===== src/design/frame_reorder_with_skip_unit_assert.svh =====
// Assertion macros for the reorder unit; clock and reset are taken from the including module.
`ifndef FRAME_REORDER_WITH_SKIP_UNIT_ASSERT_SVH
`define FRAME_REORDER_WITH_SKIP_UNIT_ASSERT_SVH

// condition holds at every edge outside reset
`define FRWS_CHECK(label, cond) \
   label: assert property (@(posedge clock) disable iff (reset) (cond)) \
      else $error("frws: invariant broken");

// antecedent at one edge implies consequent at the next
`define FRWS_CHECK_NEXT(label, ante, cons) \
   label: assert property (@(posedge clock) disable iff (reset) (ante) |=> (cons)) \
      else $error("frws: sequence broken");

`endif


===== src/design/frws_pkg.sv =====
`default_nettype none

package frws_pkg;

   localparam int ID_W       = 32;
   localparam int HANDLE_W   = 16;
   localparam int LIMIT_W    = 4;
   localparam int RESULT_CAP = 16;
   localparam int N_W        = $clog2(RESULT_CAP + 1);

   localparam logic [LIMIT_W-1:0] LIMIT_RESET = 4'd8;
   localparam logic [ID_W-1:0]    ID_ONE      = 32'd1;
   localparam logic [N_W-1:0]     N_ONE       = 5'd1;
   localparam logic [N_W-1:0]     N_CAP       = 5'd16;

   localparam logic [1:0] OP_HOLD   = 2'd0;
   localparam logic [1:0] OP_INSERT = 2'd1;
   localparam logic [1:0] OP_POP    = 2'd2;

   typedef struct packed {
      logic [ID_W-1:0]     seq_id;
      logic [HANDLE_W-1:0] payload_handle;
   } req_type;

   typedef struct packed {
      logic [ID_W-1:0]     out_seq_id;
      logic [HANDLE_W-1:0] out_handle;
      logic                run_last;
   } rsp_type;

   typedef struct packed {
      logic                valid;
      logic [ID_W-1:0]     id;
      logic [HANDLE_W-1:0] handle;
   } entry_type;

   typedef struct packed {
      logic [1:0]          op;
      logic [ID_W-1:0]     id;
      logic [HANDLE_W-1:0] handle;
   } cell_cmd_type;

endpackage

`default_nettype wire


===== src/design/frws_cell.sv =====
`default_nettype none

// One place of the sorted hold chain, ordered by {id, slot}, smallest at the head.
module frws_cell #(
   parameter int SLOT_W = 4
) (
   input  wire logic                   clock,
   input  wire logic                   reset,
   input  wire frws_pkg::cell_cmd_type cmd,
   input  wire logic [SLOT_W-1:0]      cmd_slot,
   input  wire frws_pkg::entry_type    prev_ent,
   input  wire logic [SLOT_W-1:0]      prev_slot,
   input  wire logic                   prev_lt,
   input  wire frws_pkg::entry_type    next_ent,
   input  wire logic [SLOT_W-1:0]      next_slot,
   output frws_pkg::entry_type         ent,
   output logic [SLOT_W-1:0]           slot,
   output logic                        lt
);

   logic                          valid_ff, valid_in;
   logic [frws_pkg::ID_W-1:0]     id_ff, id_in;
   logic [frws_pkg::HANDLE_W-1:0] handle_ff, handle_in;
   logic [SLOT_W-1:0]             slot_ff, slot_in;

   assign lt = !valid_ff || ({cmd.id, cmd_slot} < {id_ff, slot_ff});

   always_comb begin
      valid_in  = valid_ff;
      id_in     = id_ff;
      handle_in = handle_ff;
      slot_in   = slot_ff;
      unique case (cmd.op)
         frws_pkg::OP_INSERT: begin
            priority if (lt && !prev_lt) begin
               valid_in  = 1'b1;
               id_in     = cmd.id;
               handle_in = cmd.handle;
               slot_in   = cmd_slot;
            end else if (lt) begin
               valid_in  = prev_ent.valid;
               id_in     = prev_ent.id;
               handle_in = prev_ent.handle;
               slot_in   = prev_slot;
            end else begin
            end
         end
         frws_pkg::OP_POP: begin
            valid_in  = next_ent.valid;
            id_in     = next_ent.id;
            handle_in = next_ent.handle;
            slot_in   = next_slot;
         end
         default: begin
         end
      endcase
   end

   always_ff @(posedge clock) begin
      if (reset) begin
         valid_ff <= 1'b0;
      end else begin
         valid_ff <= valid_in;
      end
   end

   always_ff @(posedge clock) begin
      id_ff     <= id_in;
      handle_ff <= handle_in;
      slot_ff   <= slot_in;
   end

   assign ent  = '{valid: valid_ff, id: id_ff, handle: handle_ff};
   assign slot = slot_ff;

endmodule

`default_nettype wire


===== src/design/frws_free_slot.sv =====
`default_nettype none

// Lowest free slot of the occupancy map, registered.
module frws_free_slot #(
   parameter int DEPTH  = 16,
   parameter int SLOT_W = 4
) (
   input  wire logic              clock,
   input  wire logic [DEPTH-1:0]  used,
   output logic [SLOT_W-1:0]      free_slot
);

   logic [DEPTH-1:0]  free_map;
   logic [DEPTH-1:0]  lowest;
   logic [SLOT_W-1:0] slot_in;
   logic [SLOT_W-1:0] slot_ff;

   assign free_map = ~used;
   assign lowest   = free_map & (~free_map + {{(DEPTH-1){1'b0}}, 1'b1});

   always_comb begin
      slot_in = '0;
      for (int i = 0; i < DEPTH; i++) begin
         slot_in = slot_in | (lowest[i] ? SLOT_W'(i) : '0);
      end
   end

   always_ff @(posedge clock) begin
      slot_ff <= slot_in;
   end

   assign free_slot = slot_ff;

endmodule

`default_nettype wire


===== src/design/frame_reorder_with_skip_unit.sv =====
// channel  direction  handshake                  payload
// req      in         start high, busy low       req_item  (seq_id, payload_handle)
// rsp      out        rsp_strobe, one cycle      rsp_item  (out_seq_id, out_handle, run_last)
// csr      in         csr_valid and csr_ready    csr_data  (hold_limit)
//
// An item holds busy through the insert, skip and drain states, draining 0 to 16 held frames,
// so a new item is taken only once the last is done; the chain head pops one held frame per cycle.
// A result waits in a pending register until the next one is found or the run closes, and is then
// registered out; run_last marks the final one. Synchronous reset empties the chain and sets the
// expected id to zero, limit to 8. Results cannot be stalled; csr_ready is always high.
`default_nettype none

module frame_reorder_with_skip_unit #(
   parameter int HOLD_DEPTH = 16
) (
   input  wire logic                           clock,
   input  wire logic                           reset,
   input  wire logic                           start,
   output logic                                busy,
   input  wire frws_pkg::req_type              req_item,
   output logic                                rsp_strobe,
   output frws_pkg::rsp_type                   rsp_item,
   input  wire logic                           csr_valid,
   output logic                                csr_ready,
   input  wire logic [frws_pkg::LIMIT_W-1:0]   csr_data
);

   `include "frame_reorder_with_skip_unit_assert.svh"

   localparam int SLOT_W = (HOLD_DEPTH > 1) ? $clog2(HOLD_DEPTH) : 1;
   localparam int CNT_W  = $clog2(HOLD_DEPTH + 1);
   localparam int CMP_W  = (CNT_W > frws_pkg::LIMIT_W) ? CNT_W : frws_pkg::LIMIT_W;
   localparam logic [CNT_W-1:0] CNT_ONE  = CNT_W'(1);
   localparam logic [CNT_W-1:0] CNT_FULL = CNT_W'(HOLD_DEPTH);

   localparam logic [1:0] ST_IDLE  = 2'd0;
   localparam logic [1:0] ST_INS   = 2'd1;
   localparam logic [1:0] ST_SKIP  = 2'd2;
   localparam logic [1:0] ST_DRAIN = 2'd3;

   logic [1:0]                        state_ff, state_in;
   frws_pkg::req_type                 req_ff, req_in;
   logic [frws_pkg::ID_W-1:0]         next_exp_ff, next_exp_in;
   logic [frws_pkg::LIMIT_W-1:0]      hold_limit_ff, hold_limit_in;
   logic [CNT_W-1:0]                  count_ff, count_in;
   logic [HOLD_DEPTH-1:0]             used_ff, used_in;
   logic [frws_pkg::N_W-1:0]          n_ff, n_in;
   logic                              pend_valid_ff, pend_valid_in;
   frws_pkg::rsp_type                 pend_ff, pend_in;
   logic                              rsp_strobe_ff, rsp_strobe_in;
   frws_pkg::rsp_type                 rsp_ff, rsp_in;

   frws_pkg::cell_cmd_type            cmd;
   logic [SLOT_W-1:0]                 free_slot;
   frws_pkg::entry_type               cell_ent  [HOLD_DEPTH];
   logic [SLOT_W-1:0]                 cell_slot [HOLD_DEPTH];
   logic [HOLD_DEPTH-1:0]             cell_lt;
   frws_pkg::entry_type               empty_ent;
   logic                              over_limit;
   logic                              head_match;
   logic                              produce;
   frws_pkg::rsp_type                 produced;

   assign empty_ent = '0;

   frws_free_slot #(
      .DEPTH  (HOLD_DEPTH),
      .SLOT_W (SLOT_W)
   ) u_free_slot (
      .clock     (clock),
      .used      (used_ff),
      .free_slot (free_slot)
   );

   for (genvar g = 0; g < HOLD_DEPTH; g++) begin : g_cell
      frws_pkg::entry_type prev_ent, next_ent;
      logic [SLOT_W-1:0]   prev_slot, next_slot;
      logic                prev_lt;
      if (g == 0) begin : g_head
         assign prev_ent  = empty_ent;
         assign prev_slot = '0;
         assign prev_lt   = 1'b0;
      end else begin : g_body
         assign prev_ent  = cell_ent[g-1];
         assign prev_slot = cell_slot[g-1];
         assign prev_lt   = cell_lt[g-1];
      end
      if (g == HOLD_DEPTH - 1) begin : g_tail
         assign next_ent  = empty_ent;
         assign next_slot = '0;
      end else begin : g_inner
         assign next_ent  = cell_ent[g+1];
         assign next_slot = cell_slot[g+1];
      end
      frws_cell #(
         .SLOT_W (SLOT_W)
      ) u_cell (
         .clock     (clock),
         .reset     (reset),
         .cmd       (cmd),
         .cmd_slot  (free_slot),
         .prev_ent  (prev_ent),
         .prev_slot (prev_slot),
         .prev_lt   (prev_lt),
         .next_ent  (next_ent),
         .next_slot (next_slot),
         .ent       (cell_ent[g]),
         .slot      (cell_slot[g]),
         .lt        (cell_lt[g])
      );
   end

   assign over_limit = (CMP_W'(count_ff) > CMP_W'(hold_limit_ff)) || (count_ff == CNT_FULL);
   assign head_match = cell_ent[0].valid && (cell_ent[0].id == next_exp_ff) &&
                       (n_ff < frws_pkg::N_CAP);

   always_comb begin
      state_in      = state_ff;
      req_in        = req_ff;
      next_exp_in   = next_exp_ff;
      count_in      = count_ff;
      used_in       = used_ff;
      n_in          = n_ff;
      pend_valid_in = pend_valid_ff;
      pend_in       = pend_ff;
      rsp_strobe_in = 1'b0;
      rsp_in        = rsp_ff;
      produce       = 1'b0;
      produced      = '0;
      cmd           = '{op: frws_pkg::OP_HOLD, id: req_ff.seq_id,
                        handle: req_ff.payload_handle};

      unique case (state_ff)
         ST_IDLE: begin
            if (start) begin
               req_in   = req_item;
               state_in = ST_INS;
            end
         end
         ST_INS: begin
            n_in = '0;
            if (req_ff.seq_id == next_exp_ff) begin
               produce     = 1'b1;
               produced    = '{out_seq_id: req_ff.seq_id, out_handle: req_ff.payload_handle,
                               run_last: 1'b0};
               next_exp_in = next_exp_ff + frws_pkg::ID_ONE;
               n_in        = frws_pkg::N_ONE;
            end else if (count_ff != CNT_FULL) begin
               cmd.op             = frws_pkg::OP_INSERT;
               used_in[free_slot] = 1'b1;
               count_in           = count_ff + CNT_ONE;
            end
            state_in = ST_SKIP;
         end
         ST_SKIP: begin
            if (over_limit && cell_ent[0].valid) begin
               next_exp_in = cell_ent[0].id;
            end
            state_in = ST_DRAIN;
         end
         default: begin
            if (head_match) begin
               produce                = 1'b1;
               produced               = '{out_seq_id: cell_ent[0].id,
                                          out_handle: cell_ent[0].handle, run_last: 1'b0};
               cmd.op                 = frws_pkg::OP_POP;
               used_in[cell_slot[0]]  = 1'b0;
               count_in               = count_ff - CNT_ONE;
               next_exp_in            = next_exp_ff + frws_pkg::ID_ONE;
               n_in                   = n_ff + frws_pkg::N_ONE;
            end else begin
               // close the run: the waiting item is the last one
               rsp_strobe_in   = pend_valid_ff;
               rsp_in          = pend_ff;
               rsp_in.run_last = 1'b1;
               pend_valid_in   = 1'b0;
               state_in        = ST_IDLE;
            end
         end
      endcase

      if (produce) begin
         rsp_strobe_in   = pend_valid_ff;
         rsp_in          = pend_ff;
         rsp_in.run_last = 1'b0;
         pend_in         = produced;
         pend_valid_in   = 1'b1;
      end
   end

   assign hold_limit_in = (csr_valid && csr_ready) ? csr_data : hold_limit_ff;

   always_ff @(posedge clock) begin
      if (reset) begin
         state_ff      <= ST_IDLE;
         next_exp_ff   <= '0;
         hold_limit_ff <= frws_pkg::LIMIT_RESET;
         count_ff      <= '0;
         used_ff       <= '0;
         n_ff          <= '0;
         pend_valid_ff <= 1'b0;
         rsp_strobe_ff <= 1'b0;
      end else begin
         state_ff      <= state_in;
         next_exp_ff   <= next_exp_in;
         hold_limit_ff <= hold_limit_in;
         count_ff      <= count_in;
         used_ff       <= used_in;
         n_ff          <= n_in;
         pend_valid_ff <= pend_valid_in;
         rsp_strobe_ff <= rsp_strobe_in;
      end
   end

   always_ff @(posedge clock) begin
      req_ff  <= req_in;
      pend_ff <= pend_in;
      rsp_ff  <= rsp_in;
   end

   assign busy       = (state_ff != ST_IDLE);
   assign csr_ready  = 1'b1;
   assign rsp_strobe = rsp_strobe_ff;
   assign rsp_item   = rsp_ff;

   `FRWS_CHECK(a_count_map, $countones(used_ff) == int'(count_ff))
   `FRWS_CHECK(a_head_count, cell_ent[0].valid == (count_ff != '0))
   `FRWS_CHECK_NEXT(a_last_gap, rsp_strobe_ff && rsp_ff.run_last, !rsp_strobe_ff)
   `FRWS_CHECK_NEXT(a_idle_flush, !busy, !pend_valid_ff)

endmodule

`default_nettype wire

===== config.mk =====
export PLATFORM = sky130hd
export DESIGN_NAME = frame_reorder_with_skip_unit
export DESIGN_NICKNAME = d
export VERILOG_FILES = /design/src/design/frws_pkg.sv /design/src/design/frws_cell.sv /design/src/design/frws_free_slot.sv /design/src/design/frame_reorder_with_skip_unit.sv
export VERILOG_INCLUDE_DIRS = /design/src /design/src/design
export SDC_FILE = /design/constraint.sdc
export NUM_CORES = 2
export LEC_CHECK = 0
export ABC_AREA = 1
export BUFFER_PORTS_ARGS = -buffer_cell sky130_fd_sc_hd__buf_2
export CAP_MARGIN = 5
export CORE_ASPECT_RATIO = 1.2
export CORE_UTILIZATION = 52
export CTS_CLUSTER_SIZE = 40
export DETAILED_ROUTE_END_ITERATION = 10
export HOLD_SLACK_MARGIN = 0.15
export PLACE_DENSITY = 0.68
export SYNTH_ARGS = -nofsm -noshare
export SYNTH_HDL_FRONTEND = slang
export SYNTH_SLANG_ARGS = --single-unit
export TNS_END_PERCENT = 5

===== constraint.sdc =====
create_clock -name clock -period 11.9 [get_ports clock]
set_input_delay 0.595 -clock clock [delete_from_list [all_inputs] [get_ports clock]]
set_output_delay 0.595 -clock clock [all_outputs]
set_load 0.005 [all_outputs]

# Word level (Yosys, flattened, before mapping)
# Index checks and enable logic that the tools add are counted.
dict set report word_totals {
  ff_bits 1063
  latch_bits 0
  ram_bits 0
  rom_bits 0
  inputBits 56
  output_inout_bits 52
  elab_cells 505
  memories 0
}
dict set report op_classes {
  addsub 5
  multipliers 0
  div_mod_pow 0
  order_cmp 22
  eq_ne 32
  shift 0
  mux 244
  bitwise 24
  n_reduce_logical 98
}
# op n
set ops {}
lappend ops {{2-to-1 mux 32 bit} 34}
lappend ops {{case mux 32 bit (2 select lines)} 16}
lappend ops {{< comparator 36 bit} 16}
lappend ops {{2-to-1 mux 16 bit} 34}
lappend ops {{case mux 16 bit (2 select lines)} 17}
lappend ops {{2-to-1 mux 49 bit} 5}
lappend ops {{2-to-1 mux 4 bit} 39}
lappend ops {{case mux 4 bit (2 select lines)} 16}
lappend ops {{case mux 49 bit (2 select lines)} 1}
lappend ops {{case mux 32 bit (3 select lines)} 1}
lappend ops {{equality test 32 bit} 2}
lappend ops {{bitwise OR 4 bit} 14}
lappend ops {{NOT 16 bit} 3}
lappend ops {{2-to-1 mux 1 bit} 45}
lappend ops {{!= test 3 x 1 -> 1 bit, second input constant} 15}
lappend ops {{AND reduction 2 bit} 21}
lappend ops {{case mux 1 bit (2 select lines)} 17}
lappend ops {{adder 32 x 1 -> 32 bit, second input constant} 1}
lappend ops {{bitwise AND 16 bit} 2}
lappend ops {{zero test 1 bit} 31}
lappend ops {{logical AND 1 bit} 20}
lappend ops {{2-to-1 mux 5 bit} 4}
lappend ops {{case mux 5 bit (2 select lines)} 2}
lappend ops {{logical OR 1 bit} 17}
lappend ops {{other kinds (27)} 52}

# Depth between registers and ports, before layout
dict set report logic_depth {
  depth_word 19
  depth_mapped 19
  mapped_depth_nobuf 17
}

# Modules after synthesis
# A second synthesis with hierarchy kept.
dict set report unflattened {
  cells_unflattened 10655
  area_unflattened_um2 76273.2
}
# mod instances cells_each area_each_um2 seq_area_each_um2
set modules_own_cells {}
lappend modules_own_cells {frws_cell 16 572 4032.6 1581.5}
lappend modules_own_cells {frame_reorder_with_skip_unit 1 1423 11309.6 5665.4}
lappend modules_own_cells {frws_free_slot 1 80 441.7 80.1}

# Worst setup path before layout
# OpenSTA, ideal clock, no wires.
dict set report synth_path {
  path_kind {register to register}
  startpoint {register req_ff (netlist bit cmd[39])}
  endpoint {register g_cell[0].u_cell.handle_ff[0] in the netlist's numbering, enable pin}
  setup_time_ns 0.534
  arrival_time_ns 5.519
  required_ns 11.366
  slack_ns 5.847
  path_stages_with_launch 11
  n_path_buf 1
  period_less_slack_ns 6.053
  cell_sequence {edfxtp_1 -> ha_1 -> a21o_1 -> nor2_1 -> nand2_1 -> nand2_1 -> nand2_1 -> nor2_1 -> a21oi_2 -> clkbuf_1 -> o21ai_0}
}
dict set report synth_between {
  elab_chain_cells 6
  word_cells_on_any_way 10
  classes_between {1 x order compare; 4 x eq/ne; 2 x mux; 3 x reduce/logical}
}
# item line
set synth_rtl {}
lappend synth_rtl {{from (decl)} frame_reorder_with_skip_unit.sv:42} ;# frws_pkg::req_type req_ff, req_in;
lappend synth_rtl {{from (signal assigned)} frame_reorder_with_skip_unit.sv:216} ;# req_ff <= req_in;
lappend synth_rtl {{branches (longest 5 deep; another with < comparator 36 bit)} -}
lappend synth_rtl {{AND reduction 2 bit (no source line) *} -}
lappend synth_rtl {{to (signal assigned)} frws_cell.sv:69} ;# handle_ff <= handle_in;
lappend synth_rtl {{to (decl)} frws_cell.sv:23} ;# logic [frws_pkg::HANDLE_W-1:0] handle_ff, handle_in;
# Mark *: on every way between the ends.
# A chain may end at the register's enable or synchronous reset.

# Worst setup path in the final report
dict set report layout_path {
  startpoint {register g_cell[0].u_cell.id_ff[29] in the netlist's numbering}
  endpoint {register g_cell[4].u_cell.id_ff[24] in the netlist's numbering, data pin}
}
dict set report layout_between {
  elab_chain_cells 7
  word_cells_on_any_way 8
  classes_between {3 x eq/ne; 3 x mux; 2 x reduce/logical}
}
# item line
set layout_rtl {}
lappend layout_rtl {{from (decl)} frws_cell.sv:22} ;# logic [frws_pkg::ID_W-1:0] id_ff, id_in;
lappend layout_rtl {{from (signal assigned)} frws_cell.sv:68} ;# id_ff <= id_in;
lappend layout_rtl {{equality test 32 bit *} frame_reorder_with_skip_unit.sv:114} ;# assign head_match = cell_ent[0].valid && (cell_ent[0].id == next_exp_ff) &&
lappend layout_rtl {{logical AND 1 bit * (2 in series)} frame_reorder_with_skip_unit.sv:114}
lappend layout_rtl {{2-to-1 mux 2 bit *} frame_reorder_with_skip_unit.sv:162} ;# if (head_match) begin
lappend layout_rtl {{case mux 2 bit (2 select lines) *} frame_reorder_with_skip_unit.sv:133} ;# unique case (state_ff)
lappend layout_rtl {{equality test 2 bit / equality test 2 x 1 -> 1 bit (equally long branches)} frws_cell.sv:33} ;# unique case (cmd.op)
lappend layout_rtl {{case mux 32 bit (2 select lines) *} frws_cell.sv:33}
lappend layout_rtl {{via g_cell[4].u_cell.id_in (one bit)} frws_cell.sv:22}
lappend layout_rtl {{to (signal assigned)} frws_cell.sv:68}
lappend layout_rtl {{to (decl)} frws_cell.sv:22}
# Mark *: on every way through the listed nets, which the timed path passes. The rest lies on a longest branch.

==> reports/qor.yml <==
syn_nets: 10400
cp-end-kind: "register"
use_met2_pct: 53.1
drive_above_1_share_pct: 5.36
maxCapViolations: 0
setup_viol: 0
final_cell_mix: "nand2_1 (3456), nand3_1 (1588), inv_1 (1112)"
crit_top_cell: "buf_4"
startpoint_type: "register"
ir_worst_vdd_v: 0.000158
final_cells: 11500
synth_area_um2: 72700
die_w_um: 343
tns_ns: 0
final_nets: 10300
worst_clock_skew_ns: 0.0254
rr_worst_depth: 16
yosysUniqueCellTypes: 48
final_common_cell: "nand2_1"
max_freq_mhz: 165
hold_violations: 0
cts_tree: "done"
io_buffers: 106
gr-total-overflow: 0
seqCellArea_um2: 31000
grt_max_degree: 229
min_from: "csr_valid"
via_per_inst: 5.67
min_path_cells: 3
ys_seq_area_share_pct: 42.7
worstSkewPairLatency_ns: 0.78
grt_pass1_vias: 63000
leakage_nw: 37.7
htreeDepth: 3
maxSlewViolCount: 0
fin_util_pct: 56.7
start_util_pct: 52.6
worst-setup-path-type: "reg2reg"
grtUsageMet1_pct: 42.0
tightestPinTransition_ns: 1.26
post-place-cells: 11300
hold_end: "hold_limit_ff[2]"
drcViolationCount: 0
worstPathArrival_ns: 6.70
r2r_end: "g_cell[4].u_cell.id_ff[24]"
firstDrtPassIters: 6
worst_hold_slack_ns: 0.195
rsz0062_at_grt: "no"
syn_avg_cell_area_um2: 7.45
r2r_slack_ns: 5.84
postLayoutCellArea_um2: 78400
gr-max-usage-layer: "met2"
routedWlPerCell_um: 20.0
grt_util_met3_pct: 3.76
period_share_pct: 51.0
critPathMaxStageDelay_ns: 1.00
grt_pass1_wl_mm: 360
netlist_instances: 9754
status: "completed"
power.density_nw_per_um2: 246
rows: 149
ys_seq_elements: 1063
critical_path.max_fanout: 99
drt_iter0_drc: 6305
hp-class: "in2reg"
dieArea_um2: 141000
cts_buffers: 116
fp.dieH_um: 412
reg2reg_from: "g_cell[0].u_cell.id_ff[29]"
routed_wl_mm: 231
fin_crit_ns: 6.06
antenna_found_initial: 1
num_vias: 65400
place_area_um2: 74100
maxSlewHeadroom_pct: 15.8
grt_use_total_pct: 32.2
hpwl_mm: 159
ant_nets: 0
clkSlewWorstSetupHoldPaths_ns: 0.07
clock-sinks: 1063
syn_to_final_growth_pct: 7.86
globalplace.congestion: 0.971
crit_slowest_cell: "buf_4"
fillCellCount: 12900
core-area_um2: 138000
pin_count: 108
cp_cell_sequence: "inv_1 > nand2_1 > nand2_1 > inv_2 > nand2_1 > nor2_1 > nand3_1 > nor2_2 > nand3_4 > buf_4 > buf_4 > buf_4 > buf_4 > buf_4 > nand3_1 > nand2_1"
required_ns: 12.54
ys_warn_count: 0
clock_path_buffers: 3
cts_root_buf: "clkbuf_16"
multiInputGateArea_um2: 34800
-- cell type report --
cell class / instances / share of cell area (%)
Antenna cell: 1 / 0.00319
Clock buffer: 157 / 4.11
Clock inverter: 58 / 0.613
Inverter: 1194 / 5.74
Multi-Input combinational cell: 6966 / 44.4
Sequential cell: 1063 / 39.6
Tap cell: 1812 / 2.89
Timing Repair Buffer: 280 / 2.58
-- worst max path at each step --
stage	startpoint	endpoint	slack (ns)	cells past startpoint
after detailed placement	next_exp_ff[23]	g_cell[4].u_cell.id_ff[24]	6.03	15
after global routing	next_exp_ff[23]	g_cell[5].u_cell.id_ff[29]	5.59	15
final	g_cell[0].u_cell.id_ff[29]	g_cell[4].u_cell.id_ff[24]	5.84	16
after floorplan	cmd[39]	g_cell[0].u_cell.handle_ff[0]	5.85	10
after CTS	next_exp_ff[23]	g_cell[4].u_cell.id_ff[24]	6.01	15
after global placement	g_cell[0].u_cell.id_ff[13]	g_cell[4].u_cell.handle_ff[12]	6.12	16
-- metal layers --
layer	share of wire, %	wire, µm
met5	0	0
met4	4.6	10700
met3	7.4	17100
met2	47	107000
met1	41	95500
-- logic make-up after synthesis --
group,Yosys count,share of synthesized area [%]
AOI/OAI and AO/OA,651,4.86
xor gates and xnor gates,32,0.386
buffers and inverters,1725,9.58
adders and majority gates,574,9.89
and+or+nand+nor,5708,32.6
other,1,0.00516
DFF,1063,42.7
-- stage by stage --
stage	setup WS, ns	power (mW)
after floorplan	5.85	12.8
after global placement	6.12	15.3
after detailed placement	6.03	15.5
after CTS	6.01	19.2
after global routing	5.59	20.7
final	5.84	19.3
-- synthesized netlist by cell type (all sizes together) --
cell / number / share of area, %
o21a: 4 / 0.041
a21o: 44 / 0.45
xor2: 21 / 0.25
nand2: 3486 / 18
inv: 1184 / 6.1
nand3: 1593 / 11
edfxtp: 976 / 40
clkinv: 10 / 0.053
a21oi: 313 / 2.2
a31oi: 1 / 0.0086
nor3b: 1 / 0.010
nor3: 3 / 0.021
o21bai: 2 / 0.021
a21boi: 3 / 0.041
nor2: 559 / 2.9
dfxtp: 87 / 2.4
and3: 3 / 0.026
o31ai: 1 / 0.010
conb: 1 / 0.0052
fa: 1 / 0.028
xnor2: 11 / 0.13
ha: 573 / 9.9
clkbuf: 239 / 1.2
buf: 292 / 2.2
o22ai: 49 / 0.42
o21ai: 231 / 1.6
o2111ai: 1 / 0.012
or2: 2 / 0.017
nand3b: 2 / 0.021
nor4: 1 / 0.0086
a211oi: 2 / 0.021
and2: 2 / 0.017
nand4: 56 / 0.48
-- flip-flops by register name (all words and copies together), names as in the netlist --
register and cells:
next_exp_ff 32, pend_ff 48, u_free_slot.free_slot 4, count_ff 5, rsp_item 49, g_cell.u_cell.slot 64
g_cell.u_cell.handle_ff 256, g_cell.u_cell.valid_ff 16, n_ff 5, cmd 48, g_cell.u_cell.id_ff 512, state_ff 2
used_ff 16, hold_limit_ff 4, pend_valid_ff 1, rsp_strobe 1
-- worst max-delay path, delay by kind of cell, from the launching register on --
| kind | cells | cell delay [ns] |
|---|---|---|
| DFF | 1 | 0.39 |
| and+or+nand+nor | 9 | 1.09 |
| buffers and inverters | 7 | 4.20 |
-- report_power, final --
| part | switching [mW] | internal (mW) | total (mW) |
|---|---|---|---|
| combinational | 6.04 | 2.52 | 8.57 |
| sequential | 0.775 | 6.30 | 7.07 |
| clock | 1.63 | 2.00 | 3.63 |
| total | 8.45 | 10.8 | 19.3 |
-- what timing repair did --
action                                  4_1_cts  5_1_grt
endpoints found under the hold margin        52        0
endpoints found under the setup margin        0        0
buffers inserted                              0        0
gates resized for setup                       0        0
hold buffers                                 55        0
Power figures use the tool's default switching activity.
